===== src/rtl/dts_pkg.sv =====
// shared types and constants for the decimal truncated root block
// depends on nothing; used by decimal_truncated_sqrt
package dts_pkg;

  // field and port widths
  localparam int RADICAND_W  = 64;
  localparam int ROOT_W      = 62;
  localparam int TDATA_IN_W  = 64;
  localparam int TDATA_OUT_W = 64;
  localparam int PLACES_W    = 4;

  // register reset value
  localparam logic [PLACES_W-1:0] PLACES_RESET = 4'd6;

  // parameter defaults
  localparam int INT_BITS_DEF   = 24;
  localparam int FRAC_BITS_DEF  = 40;
  localparam int MAX_PLACES_DEF = 15;

  // sequencer states
  typedef enum logic [1:0] {
    ST_IDLE,
    ST_MUL,
    ST_ROOT
  } state_e;

endpackage


===== src/rtl/decimal_truncated_sqrt.sv =====
// decimal truncated root: floor(sqrt(radicand / 2^FRAC_BITS) * 10^places)
// depends on dts_pkg (widths, reset value, state enum)

// Takes one unsigned fixed-point radicand (INT_BITS integer bits, FRAC_BITS
// fraction bits) per transaction and returns floor(sqrt(x) * 10^places),
// exact, with places from the decimal_places register (0 acts as 1, values
// above MAX_PLACES act as MAX_PLACES). The radicand is first scaled by
// 100^places in 2*places multiply-by-ten steps of a shift-and-add unit, the
// fraction bits are dropped, and the root is then formed one bit per cycle by
// a restoring digit recurrence that shifts two radicand bits out and one root
// bit in per step; the last step waits while the previous result is still
// unread. The root is RW bits wide, where RW is 65 with default parameters.
// The block works on one item at a time; a finished result sits in an output
// register, so the next item is taken while it waits. decimal_places is
// written with cfg_we_i; the user must write it only while the block is idle,
// which the block itself does not enforce.
module decimal_truncated_sqrt #(
  parameter int INT_BITS   = dts_pkg::INT_BITS_DEF,
  parameter int FRAC_BITS  = dts_pkg::FRAC_BITS_DEF,
  parameter int MAX_PLACES = dts_pkg::MAX_PLACES_DEF
) (
  input  logic                             clk_i,
  input  logic                             rst_ni,
  // configuration write
  input  logic                             cfg_we_i,
  input  logic [dts_pkg::PLACES_W-1:0]     cfg_wdata_i,   // decimal_places
  // input stream
  input  logic                             s_axis_tvalid_i,
  output logic                             s_axis_tready_o,
  input  logic [dts_pkg::TDATA_IN_W-1:0]   s_axis_tdata_i,  // [63:0] radicand
  // output stream
  output logic                             m_axis_tvalid_o,
  input  logic                             m_axis_tready_i,
  output logic [dts_pkg::TDATA_OUT_W-1:0]  m_axis_tdata_o   // [61:0] root_scaled, rest zero
);

  // radicand bits actually used
  localparam int IN_W   = (INT_BITS + FRAC_BITS < dts_pkg::RADICAND_W) ?
                          (INT_BITS + FRAC_BITS) : dts_pkg::RADICAND_W;
  // scaled product: 100 < 2^7, so 7 bits of growth per place
  localparam int PW     = IN_W + 7 * MAX_PLACES;
  // integer part of the scaled value
  localparam int NW     = PW - FRAC_BITS;
  // root bits, radicand shift register and partial remainder widths
  localparam int RW     = (NW + 1) / 2;
  localparam int RAD_W  = 2 * RW;
  localparam int REM_W  = RW + 2;
  localparam int MCNT_W = $clog2(2 * MAX_PLACES + 1);
  localparam int RCNT_W = $clog2(RW + 1);

  dts_pkg::state_e state_q, state_d;

  logic [dts_pkg::PLACES_W-1:0] places_q;
  logic [dts_pkg::PLACES_W-1:0] places_eff;

  logic [MCNT_W-1:0] mul_cnt_q, mul_cnt_d;
  logic [RCNT_W-1:0] root_cnt_q, root_cnt_d;

  logic [PW-1:0]    prod_q, prod_d;
  logic [RAD_W-1:0] rad_q, rad_d;
  logic [REM_W-1:0] rem_q, rem_d;
  logic [RW-1:0]    root_q, root_d;
  logic [dts_pkg::ROOT_W-1:0] out_q, out_d;
  logic             out_valid_q, out_valid_d;

  // sequencer controls
  logic accept;
  logic mul_step;
  logic root_load;
  logic root_step;
  logic root_last;
  logic root_done;

  // digit recurrence signals
  logic [REM_W+1:0] rem_t;
  logic [REM_W+1:0] trial;
  logic [REM_W+1:0] diff;
  logic             take;

  // clamp the configured place count into 1..MAX_PLACES
  always_comb begin
    if (places_q == '0) begin
      places_eff = dts_pkg::PLACES_W'(1);
    end else if (places_q > dts_pkg::PLACES_W'(MAX_PLACES)) begin
      places_eff = dts_pkg::PLACES_W'(MAX_PLACES);
    end else begin
      places_eff = places_q;
    end
  end

  assign root_last = (root_cnt_q == RCNT_W'(1));

  // next state
  always_comb begin
    state_d = state_q;
    unique case (state_q)
      dts_pkg::ST_IDLE: begin
        if (s_axis_tvalid_i) state_d = dts_pkg::ST_MUL;
      end
      dts_pkg::ST_MUL: begin
        if (mul_cnt_q == '0) state_d = dts_pkg::ST_ROOT;
      end
      dts_pkg::ST_ROOT: begin
        if (root_last && (!out_valid_q || m_axis_tready_i)) state_d = dts_pkg::ST_IDLE;
      end
      default: state_d = dts_pkg::ST_IDLE;
    endcase
  end

  // sequencer outputs
  always_comb begin
    s_axis_tready_o = 1'b0;
    mul_step        = 1'b0;
    root_load       = 1'b0;
    root_step       = 1'b0;
    unique case (state_q)
      dts_pkg::ST_IDLE: begin
        s_axis_tready_o = 1'b1;
      end
      dts_pkg::ST_MUL: begin
        mul_step  = (mul_cnt_q != '0);
        root_load = (mul_cnt_q == '0);
      end
      dts_pkg::ST_ROOT: begin
        // hold the last step while the previous result is still pending
        root_step = !(root_last && out_valid_q && !m_axis_tready_i);
      end
      default: begin
        s_axis_tready_o = 1'b0;
      end
    endcase
  end

  assign accept    = s_axis_tvalid_i && s_axis_tready_o;
  assign root_done = root_step && root_last;

  // one recurrence step: bring down two bits, try root*4+1
  assign rem_t = {rem_q, rad_q[RAD_W-1 -: 2]};
  assign trial = (REM_W + 2)'({root_q, 2'b01});
  assign take  = (rem_t >= trial);
  assign diff  = rem_t - trial;

  // datapath next values
  always_comb begin
    prod_d = prod_q;
    rad_d  = rad_q;
    rem_d  = rem_q;
    root_d = root_q;
    out_d  = out_q;
    if (accept) begin
      // drop radicand bits above the fixed-point format
      prod_d = PW'(s_axis_tdata_i[IN_W-1:0]);
    end else if (mul_step) begin
      // times ten
      prod_d = (prod_q << 3) + (prod_q << 1);
    end
    if (root_load) begin
      // integer part of the scaled value
      rad_d  = RAD_W'(prod_q[PW-1:FRAC_BITS]);
      rem_d  = '0;
      root_d = '0;
    end else if (root_step) begin
      rad_d  = rad_q << 2;
      rem_d  = take ? REM_W'(diff) : REM_W'(rem_t);
      root_d = {root_q[RW-2:0], take};
    end
    if (root_done) begin
      out_d = dts_pkg::ROOT_W'(root_d);
    end
  end

  // control next values
  always_comb begin
    mul_cnt_d   = mul_cnt_q;
    root_cnt_d  = root_cnt_q;
    out_valid_d = out_valid_q;
    if (accept) begin
      // two multiply-by-ten steps per place
      mul_cnt_d = MCNT_W'({places_eff, 1'b0});
    end else if (mul_step) begin
      mul_cnt_d = mul_cnt_q - MCNT_W'(1);
    end
    if (root_load) begin
      root_cnt_d = RCNT_W'(RW);
    end else if (root_step) begin
      root_cnt_d = root_cnt_q - RCNT_W'(1);
    end
    if (root_done) begin
      out_valid_d = 1'b1;
    end else if (m_axis_tready_i) begin
      out_valid_d = 1'b0;
    end
  end

  always_ff @(posedge clk_i or negedge rst_ni) begin
    if (!rst_ni) begin
      state_q     <= dts_pkg::ST_IDLE;
      places_q    <= dts_pkg::PLACES_RESET;
      mul_cnt_q   <= '0;
      root_cnt_q  <= '0;
      out_valid_q <= 1'b0;
    end else begin
      state_q     <= state_d;
      mul_cnt_q   <= mul_cnt_d;
      root_cnt_q  <= root_cnt_d;
      out_valid_q <= out_valid_d;
      if (cfg_we_i) places_q <= cfg_wdata_i;
    end
  end

  // payload registers, no reset
  always_ff @(posedge clk_i) begin
    prod_q <= prod_d;
    rad_q  <= rad_d;
    rem_q  <= rem_d;
    root_q <= root_d;
    out_q  <= out_d;
  end

  assign m_axis_tvalid_o = out_valid_q;
  assign m_axis_tdata_o  = dts_pkg::TDATA_OUT_W'(out_q);

  // an accepted transaction always starts the scaling phase
  a_accept_to_mul: assert property (@(posedge clk_i) disable iff (!rst_ni)
    (s_axis_tvalid_i && s_axis_tready_o) |=> (state_q == dts_pkg::ST_MUL))
    else $error("accepted item did not enter scaling");

  // the root phase always has steps left
  a_root_cnt: assert property (@(posedge clk_i) disable iff (!rst_ni)
    (state_q == dts_pkg::ST_ROOT) |-> (root_cnt_q != '0))
    else $error("root step counter empty during root phase");

  // the scaling count never exceeds two steps per place
  a_mul_cnt: assert property (@(posedge clk_i) disable iff (!rst_ni)
    (state_q == dts_pkg::ST_MUL) |-> (mul_cnt_q <= MCNT_W'(2 * MAX_PLACES)))
    else $error("scaling step count out of range");

  // a new result only appears at the end of a root phase
  a_result_source: assert property (@(posedge clk_i) disable iff (!rst_ni)
    $rose(m_axis_tvalid_o) |-> ($past(state_q) == dts_pkg::ST_ROOT))
    else $error("result raised outside the root phase");

endmodule

===== config.mk =====
export PLATFORM = sky130hd
export DESIGN_NAME = decimal_truncated_sqrt
export DESIGN_NICKNAME = d
export VERILOG_FILES = /design/src/rtl/dts_pkg.sv /design/src/rtl/decimal_truncated_sqrt.sv
export SDC_FILE = /design/constraint.sdc
export NUM_CORES = 1
export LEC_CHECK = 0
export BUFFER_PORTS_ARGS = -buffer_cell sky130_fd_sc_hd__buf_2
export CAP_MARGIN = 20
export CORE_UTILIZATION = 55
export DETAILED_ROUTE_END_ITERATION = 10
export PLACE_DENSITY = 0.73
export SYNTH_ARGS = -nofsm -noshare
export SYNTH_HDL_FRONTEND = slang
export SYNTH_SLANG_ARGS = --single-unit

===== constraint.sdc =====
create_clock -name clk_i -period 8.4 [get_ports clk_i]
set_clock_uncertainty 0.1 [all_clocks]
set_input_delay 1.68 -clock clk_i [delete_from_list [all_inputs] [get_ports clk_i]]
set_output_delay 1.68 -clock clk_i [all_outputs]
set_load 0.03 [all_outputs]

[Yosys cells after proc, flatten, opt, wreduce, memory -nomap -nowiden]
Cells that the tools add are included.
W data, S select, Z words.
Storage, ports and cells
  output and inout bits: 66
  logic and storage cells: 65
  input port bits: 73
  register bits after elaboration: 512
Operators by class
  reduce and logical (&&, ||, !) cells: 17
  muxes and demuxes: 23
  equal/unequal tests: 6
  order comparisons: 2
  add/sub/neg operators: 4
Operators with widths (number)
  $mux W129: 2
  $add A169 B169 Y169: 1
  $mux W64: 2
  $mux W62: 2
  $ge A69 B67 Y1: 1
  $mux W67: 1
  $sub A67 B67 Y67: 1
  $mux W7: 2
  $mux W5: 2
  $mux W4: 2
  $eq A7 B1 Y1 const B: 1
  $sub A7 B1 Y7 const B: 1
  $mux W1: 6
  $mux W2: 3
  $ne A2 B2 Y1 const B: 3
  $pmux W2 S3: 1
  $reduce_bool A2 Y1: 3
  $logic_and A1 B1 Y1: 5
  $logic_not A5 Y1: 1
  $reduce_bool A5 Y1: 1
  $sub A5 B1 Y5 const B: 1
  $gt A4 B4 Y1 const B: 1
  $logic_not A4 Y1: 1
  $logic_not A1 Y1: 3
  5 further kinds: 5

[Logic depth before layout (Yosys ltp)]
Gate-level depths: netlist (run 1).
  depth after elaboration: 7
  depth in mapped cells: 17
  mapped depth without buffers: 15

[Worst setup path before layout (run 1)]
Ideal clock, no wire load.
  path type: input port to flip-flop
  from: in m_axis_tready_i
  to: reg out_q[0] (netlist bit), enable pin
  buffers on the path: 0
  slack: 1.807 ns
  stages: 2
  arrival time: 5.935 ns
  cells stage by stage: nor2b_1 > nor3_1
On the way
  cells in the longest elaborated chain, start to end: 5
RTL lines
  start, declared: line decimal_truncated_sqrt.sv:33  | input logic m_axis_tready_i,
  $logic_not A1 Y1: line decimal_truncated_sqrt.sv:126  | root_step = !(root_last && out_valid_q && !m_axis_tready_i);
  $logic_and A1 B1 Y1: line decimal_truncated_sqrt.sv:126
  $logic_not A1 Y1: line decimal_truncated_sqrt.sv:126
  $mux W1: line decimal_truncated_sqrt.sv:116  | unique case (state_q)
  $logic_and A1 B1 Y1: line decimal_truncated_sqrt.sv:135  | assign root_done = root_step && root_last;
  end signal, assigned: line decimal_truncated_sqrt.sv:217  | out_q <= out_d;
  end, declared: line decimal_truncated_sqrt.sv:63  | logic [dts_pkg::ROOT_W-1:0] out_q, out_d;
No other way between the ends.
A chain may end at the register's enable or synchronous reset.

[Final worst setup path (run 1)]
  from: reg prod_q[0]
  to: reg prod_q[135]
On the way
  cells in the longest elaborated chain, start to end: 1
RTL lines
  start, declared: line decimal_truncated_sqrt.sv:59  | logic [PW-1:0] prod_q, prod_d;
  start signal, assigned: line decimal_truncated_sqrt.sv:213  | prod_q <= prod_d;
  $add A169 B169 Y169: line decimal_truncated_sqrt.sv:155  | prod_d = (prod_q << 3) + (prod_q << 1);
No other way between the ends.

==> results of run 1 <==
[area by class of cell]
| type | count | area share, % |
|---|---|---|
| multi-input cells | 3382 | 53.7 |
| flip-flops and latches | 512 | 34.7 |
| clock buffers | 70 | 4.11 |
| well taps | 837 | 2.82 |
| repair buffers | 157 | 2.29 |
| inverters | 146 | 1.49 |
| clock inverters | 39 | 0.866 |
[cells in the final DEF (no fill, tap or decap), types with 51 or more instances in the layout]
master     count
inv_1        144
a21oi_1      468
clkbuf_16     58
nor2_1       301
dfxtp_1      238
o21ai_1       51
nand4_1      118
xor2_1        93
a21o_1        80
ha_1         235
o21bai_1      64
buf_2        136
o21ai_0      400
edfxtp_1     255
nand2_1      826
xnor2_1      141
nand3_1      139
[report_power, final]
| group | switching (µW) | total, µW | internal [µW] |
|---|---|---|---|
| registers | 4.20 | 2610 | 2600 |
| clock network | 1110 | 2470 | 1370 |
| logic | 10.0 | 23.7 | 13.7 |
[layer usage]
layer	track usage [%]	wire, µm
met4	8.66	2800
met1	43.0	45300
met2	47.2	42500
met3	4.77	7230
met5	0	0
[tightest hold or removal path, cell delays in order, from the launching register on]
cell     delay (ns)
dfxtp_1        0.34
nand2_1        0.05
o21ai_0        0.06
[cell families after synthesis]
logic type               share of synthesized area [%]
AO/OA/AOI/OAI                                     22.9
XOR/XNOR                                          5.98
adder cells (fa/ha/maj)                           8.64
buffers and inverters                             4.41
flip-flops                                        37.7
multiplexers                                     0.310
other                                           0.0109
AND/OR/NAND/NOR                                   20.1
[sequential cells by signal (all words and copies together) (netlist names)]
signal,count
state_q,2
places_q,4
prod_q,169
rem_q,67
out_q,62
mul_cnt_q,5
rad_q,130
m_axis_tvalid_o,1
root_cnt_q,7
root_q,65
[cells in the mapped netlist (all sizes together), types with 7 or more instances]
master  instances  share of area (%)
nand4         119                2.2
o21ai         455                6.7
nor3           51               0.75
nand2b         19               0.35
o211ai          7               0.17
dfxtp         238                 14
buf            30               0.47
a21oi         470                6.9
nor4           22               0.42
nand2         829                9.1
a21o           80                1.8
ha            235                8.6
or2            13               0.24
a221oi          9               0.23
o21bai         64                1.4
nor2b          16               0.29
and2           19               0.35
nor2          305                3.3
a22o           30               0.77
o31ai          21               0.54
xor2           93                2.4
a32oi          12               0.31
and4            7               0.18
a211o          10               0.26
nand3         139                2.0
xnor2         141                3.6
and3           12               0.22
dfrtp          17                1.2
or3            11               0.22
a21boi         22               0.48
a211oi          7               0.15
clkbuf        213                2.3
inv           146                1.6
a31oi          38               0.71
o21a           23               0.50
edfxtp        255                 22
[metrics by stage]
stage	area [µm²]	power [µW]	worst slack (ns)	hold WS (ns)	instances
after floorplan	34300	2660	1.81	0.318	4283
after global placement	35300	2680	3.51	0.357	5034
after detailed placement	35300	2680	3.48	0.366	5034
after CTS	37100	5140	3.84	0.375	5143
after global routing	37100	5230	3.49	0.397	5143
final	37100	5100	3.78	0.370	5143
[worst paths after layout]
path | to | slack (ns) | start | depth (start not counted)
max | prod_q[135] | 3.78 | prod_q[0] | 16
min | prod_q[168] | 0.37 | prod_q[168] | 2
max reg2reg | prod_q[135] | 3.78 | prod_q[0] | 16
min reg2reg | prod_q[168] | 0.37 | prod_q[168] | 2
max in group asynchronous | places_q[2] | 6.95 | rst_ni | 1
min in group asynchronous | state_q[0] | 0.89 | rst_ni | 1
==> metrics.yaml, run 1 <==
floorplan:
  initial_core_util_pct: 55.6
  fp.dieW_um: 252
  rows: 91
  dieArea_um2: 63300
  dieHeight_um: 252
  ioPinCount: 139
  core_um2: 61600
clock_tree:
  clkSlewWorstSetupHoldPaths_ns: 0.06
  cts_buffer_depth: 3
  clock_latency_ns: 0.65
  cts_buffers: 58
  cts_root_buffer: "clkbuf_16"
  tritoncts: "built"
  postCtsSetupBuffers: 0
  ctsResizeCount: 0
  cts-hold-fix-buffers: 0
  cts.sinks: 512
  htreeDepth: 2
run_status:
  status: "completed"
pwr:
  p_leak_uw: 0.0153
  power_density_nw_per_um2: 137
  peakVddDrop_mv: 0.161
timing:
  max-slew-margin-rel_pct: 25.3
  slew_viol_final: 0
  fmax_mhz: 217
  setup_tns_ns: 0
  rsz0062_at_grt: "false"
  setup_viol: 0
  min_period_over_period_pct: 55.0
  worstMarginPinSlew_ns: 1.11
  final.min_clock_period_ns: 4.62
  hold_viol: 0
route:
  ant_nets: 0
  vias_per_cell: 6.02
  post_drt_wl_per_cell_um: 19.0
  first_pass_iters: 5
  drc: 0
  via_count: 31000
  wl_um: 97800
  drt-initial-drc-count: 2525
final_layout:
  layout-drive-gt1-share_pct: 7.22
  num_antenna_cells: 0
  postLayoutCoreUtil_pct: 60.3
  fin_nets: 4566
  fillers: 5583
  multi_input_area_um2: 19900
  regArea_um2: 12900
  syn2layout_area_growth_pct: 8.40
synthesis:
  synth_flop_cell: "edfxtp_1"
  syn_avg_cell_area_um2: 8.00
  syn_inst: 4282
  async_flop_share_pct: 3.71
  synth_cell_types: 93
  synth_area_um2: 34300
  yosysSeqAreaShare_pct: 37.7
  synth-seq-cells: 512
  synth_warnings: 0
  synth-edff-count: 255
critical_path:
  cp_top_family: "compound AO/OA/AOI/OAI gates"
  slowest_stage: "o21ai_0"
  crit_buf_inv: 2
  cp_max_fo: 5
  crit_type: "register to register"
  cp-start-kind: "register"
  critPathMostFrequentCell: "o21ai_0"
  cp_data_required_time_ns: 8.78
  endpoint_kind: "register"
  worstPathCellList: "ha_1 > inv_1 > fa_1 > nor2b_1 > o2111ai_1 > nand3_1 > a21boi_1 > nor3b_1 > o211a_1 > a21oi_1 > buf_4 > o21ai_0 > a21oi_1 > o21ai_0 > xnor2_1 > o21ai_0"
  arrival_ns: 5.00
  cp_slowest_stage_delay_ns: 0.77
placement:
  gp_congestion: 1.01
  io_buffer_count: 136
  dp_hpwl_um: 72400
run:
  cap_violations: 0
global_route:
  first_global_vias: 29000
  grt_overflow: 0
  antenna_found_initial: 0
  grt_usage_pct: 30.2
  grt_pass1_wl_um: 155000
  grt_max_degree: 148
hold_path:
  hp-class: "register to register"
Note: power is estimated with default switching activity, not from simulation.
==> inputs of run 2 (changes only) <==
Settings changed: PLACE_DENSITY 0.73 to 0.76.
Clock period 8.4 ns to 4.1 ns, I/O delays scaled along.
==> metrics.yaml, run 2 (synthesis gave the netlist of run 1 again) <==
final_layout:
  largest-register: "prod_q"
  fin_nets: 4665
  regArea_um2: 12900
  reg_top3: "prod_q x169, rad_q x130, rem_q x67"
  largest_reg_flops: 169
  mostFrequentLayoutCell: "nand2_1"
  fillers: 5446
  finish.instance_area_um2: 38200
  num_antenna_cells: 0
  final_cell_mix: "nand2_1, a21oi_1, o21ai_0"
  layout-drive-gt1-share_pct: 9.77
  syn2layout_area_growth_pct: 11.6
  multi_input_area_um2: 20100
  postLayoutCoreUtil_pct: 62.0
timing:
  slew_viol_final: 0
  whs_ns: 0.334
  hold_viol: 0
  worstMarginPinSlew_ns: 0.844
  min_period_over_period_pct: 96.5
  setup_viol: 0
  fmax_mhz: 253
  max-slew-margin-rel_pct: 43.7
  final.min_clock_period_ns: 3.95
route:
  post_drt_wl_per_cell_um: 19.1
  wl_um: 99800
  vias_per_cell: 6.02
  first_pass_iters: 6
  ant_nets: 0
  via_count: 31500
  drc: 0
  drt-initial-drc-count: 2743
floorplan:
  dieArea_um2: 63300
  initial_core_util_pct: 55.6
  ioPinCount: 139
  dieHeight_um: 252
  core_um2: 61600
  fp.dieW_um: 252
  rows: 91
pwr:
  p_leak_uw: 0.0159
  power_density_nw_per_um2: 279
  peakVddDrop_mv: 0.316
placement:
  dpl-instance-area_um2: 36100
  io_buffer_count: 136
  gp_congestion: 1.03
  dp_hpwl_um: 74500
global_route:
  grt_overflow: 0
  grt_max_degree: 135
  antenna_found_initial: 0
  grt_usage_pct: 30.8
  grt_pass1_wl_um: 158000
  first_global_vias: 29300
run_status:
  status: "completed"
critical_path:
  cp_data_required_time_ns: 4.51
  crit_type: "register to register"
  arrival_ns: 4.36
  endpoint_kind: "register"
  cp_max_fo: 4
  cp-start-kind: "register"
clock_tree:
  cts_buffers: 55
  cts.sinks: 512
  clkSlewWorstSetupHoldPaths_ns: 0.07
  htreeDepth: 2
  clock_latency_ns: 0.66
  tritoncts: "built"
  cts_buffer_depth: 3
  cts_root_buffer: "clkbuf_16"
run:
  cap_violations: 0
hold_path:
  hp-class: "input port to register"
-- run 2: cell count changes in the layout (fill, tap and decap cells not counted), moves of 4 or more --
| cell | previous run | this run |
|---|---|---|
| clkinv_4 | 5 | 0 |
| buf_4 | 20 | 112 |
| clkbuf_8 | 3 | 8 |
| ha_2 | 0 | 7 |
| clkinv_2 | 12 | 8 |
| o21ai_1 | 51 | 56 |
| bufinv_16 | 2 | 6 |
| ha_1 | 235 | 228 |
| buf_12 | 1 | 8 |
| clkbuf_1 | 9 | 14 |
| o21ai_0 | 400 | 394 |
| clkinv_1 | 8 | 1 |
-- run 2: repair_timing --
action / in CTS / in global routing
setup endpoints to repair: 4 / 46
buffers inserted: 0 / 1
cloned: 0 / 1
resized for setup: 4 / 31
endpoints found under the hold margin: 17 / 0
hold buffers: 1 / 0
pin swaps: 0 / 7
-- run 2: worst paths after layout --
path	from	endpoint	slack, ns	depth (start not counted)
hold / removal	s_axis_tdata_i[12]	prod_q[12]	0.33	3
setup / recovery	prod_q[4]	prod_q[110]	0.15	14
max in group asynchronous	rst_ni	places_q[2]	2.96	2
min in group asynchronous	rst_ni	root_cnt_q[5]	0.59	2
hold reg to reg	rem_q[13]	rem_q[13]	0.38	2
setup reg to reg	prod_q[4]	prod_q[110]	0.15	14
-- run 2: final cells by class --
type	instances	share of cell area, %
Timing Repair Buffer	259	4.52
Clock buffer	78	4.09
Sequential cell	512	33.8
Multi-Input combinational cell	3382	52.5
Clock inverter	26	0.927
Tap cell	837	2.74
Inverter	146	1.44
-- run 2: critical path: stages, from the launching register on --
cell	delay, ns
edfxtp_1	0.42
ha_1	0.37
a21o_1	0.22
a31o_2	0.23
o21ai_2	0.22
o311ai_2	0.17
buf_4	0.22
a211o_1	0.32
a31o_2	0.32
a31oi_4	0.28
o21ai_0	0.25
a31oi_1	0.30
o21ai_0	0.15
xnor2_1	0.16
o21ai_0	0.08
-- run 2: report_power, final --
group          switching [µW]  total (µW)  internal (µW)  leakage, µW
combinational            22.7        51.4           28.8       0.0103
clock                    2200        5260           3060     0.000923
sequential               2.90        5330           5330      0.00466
-- run 2: metal layers --
metal / global-route usage, % / share of wire, % / vias up
met4: 8.54 / 2.6 / 0
li1: - / - / 15500
met5: 0 / 0 / -
met2: 47.5 / 43 / 1125
met1: 44.8 / 46 / 14800
met3: 4.65 / 7.7 / 141
-- run 2: stage by stage --
| stage | setup TNS, ns | worst slack (ns) | cells | power (µW) |
|---|---|---|---|---|
| after global routing | -0.0343 | -0.0343 | 5240 | 10900 |
| after CTS | 0 | 0.0201 | 5238 | 10700 |
| final | 0 | 0.145 | 5240 | 10600 |
| after detailed placement | 0 | 0.0114 | 5133 | 5490 |
| after floorplan | 0 | 0.0986 | 4283 | 5450 |
| after global placement | 0 | 0.0895 | 5133 | 5490 |
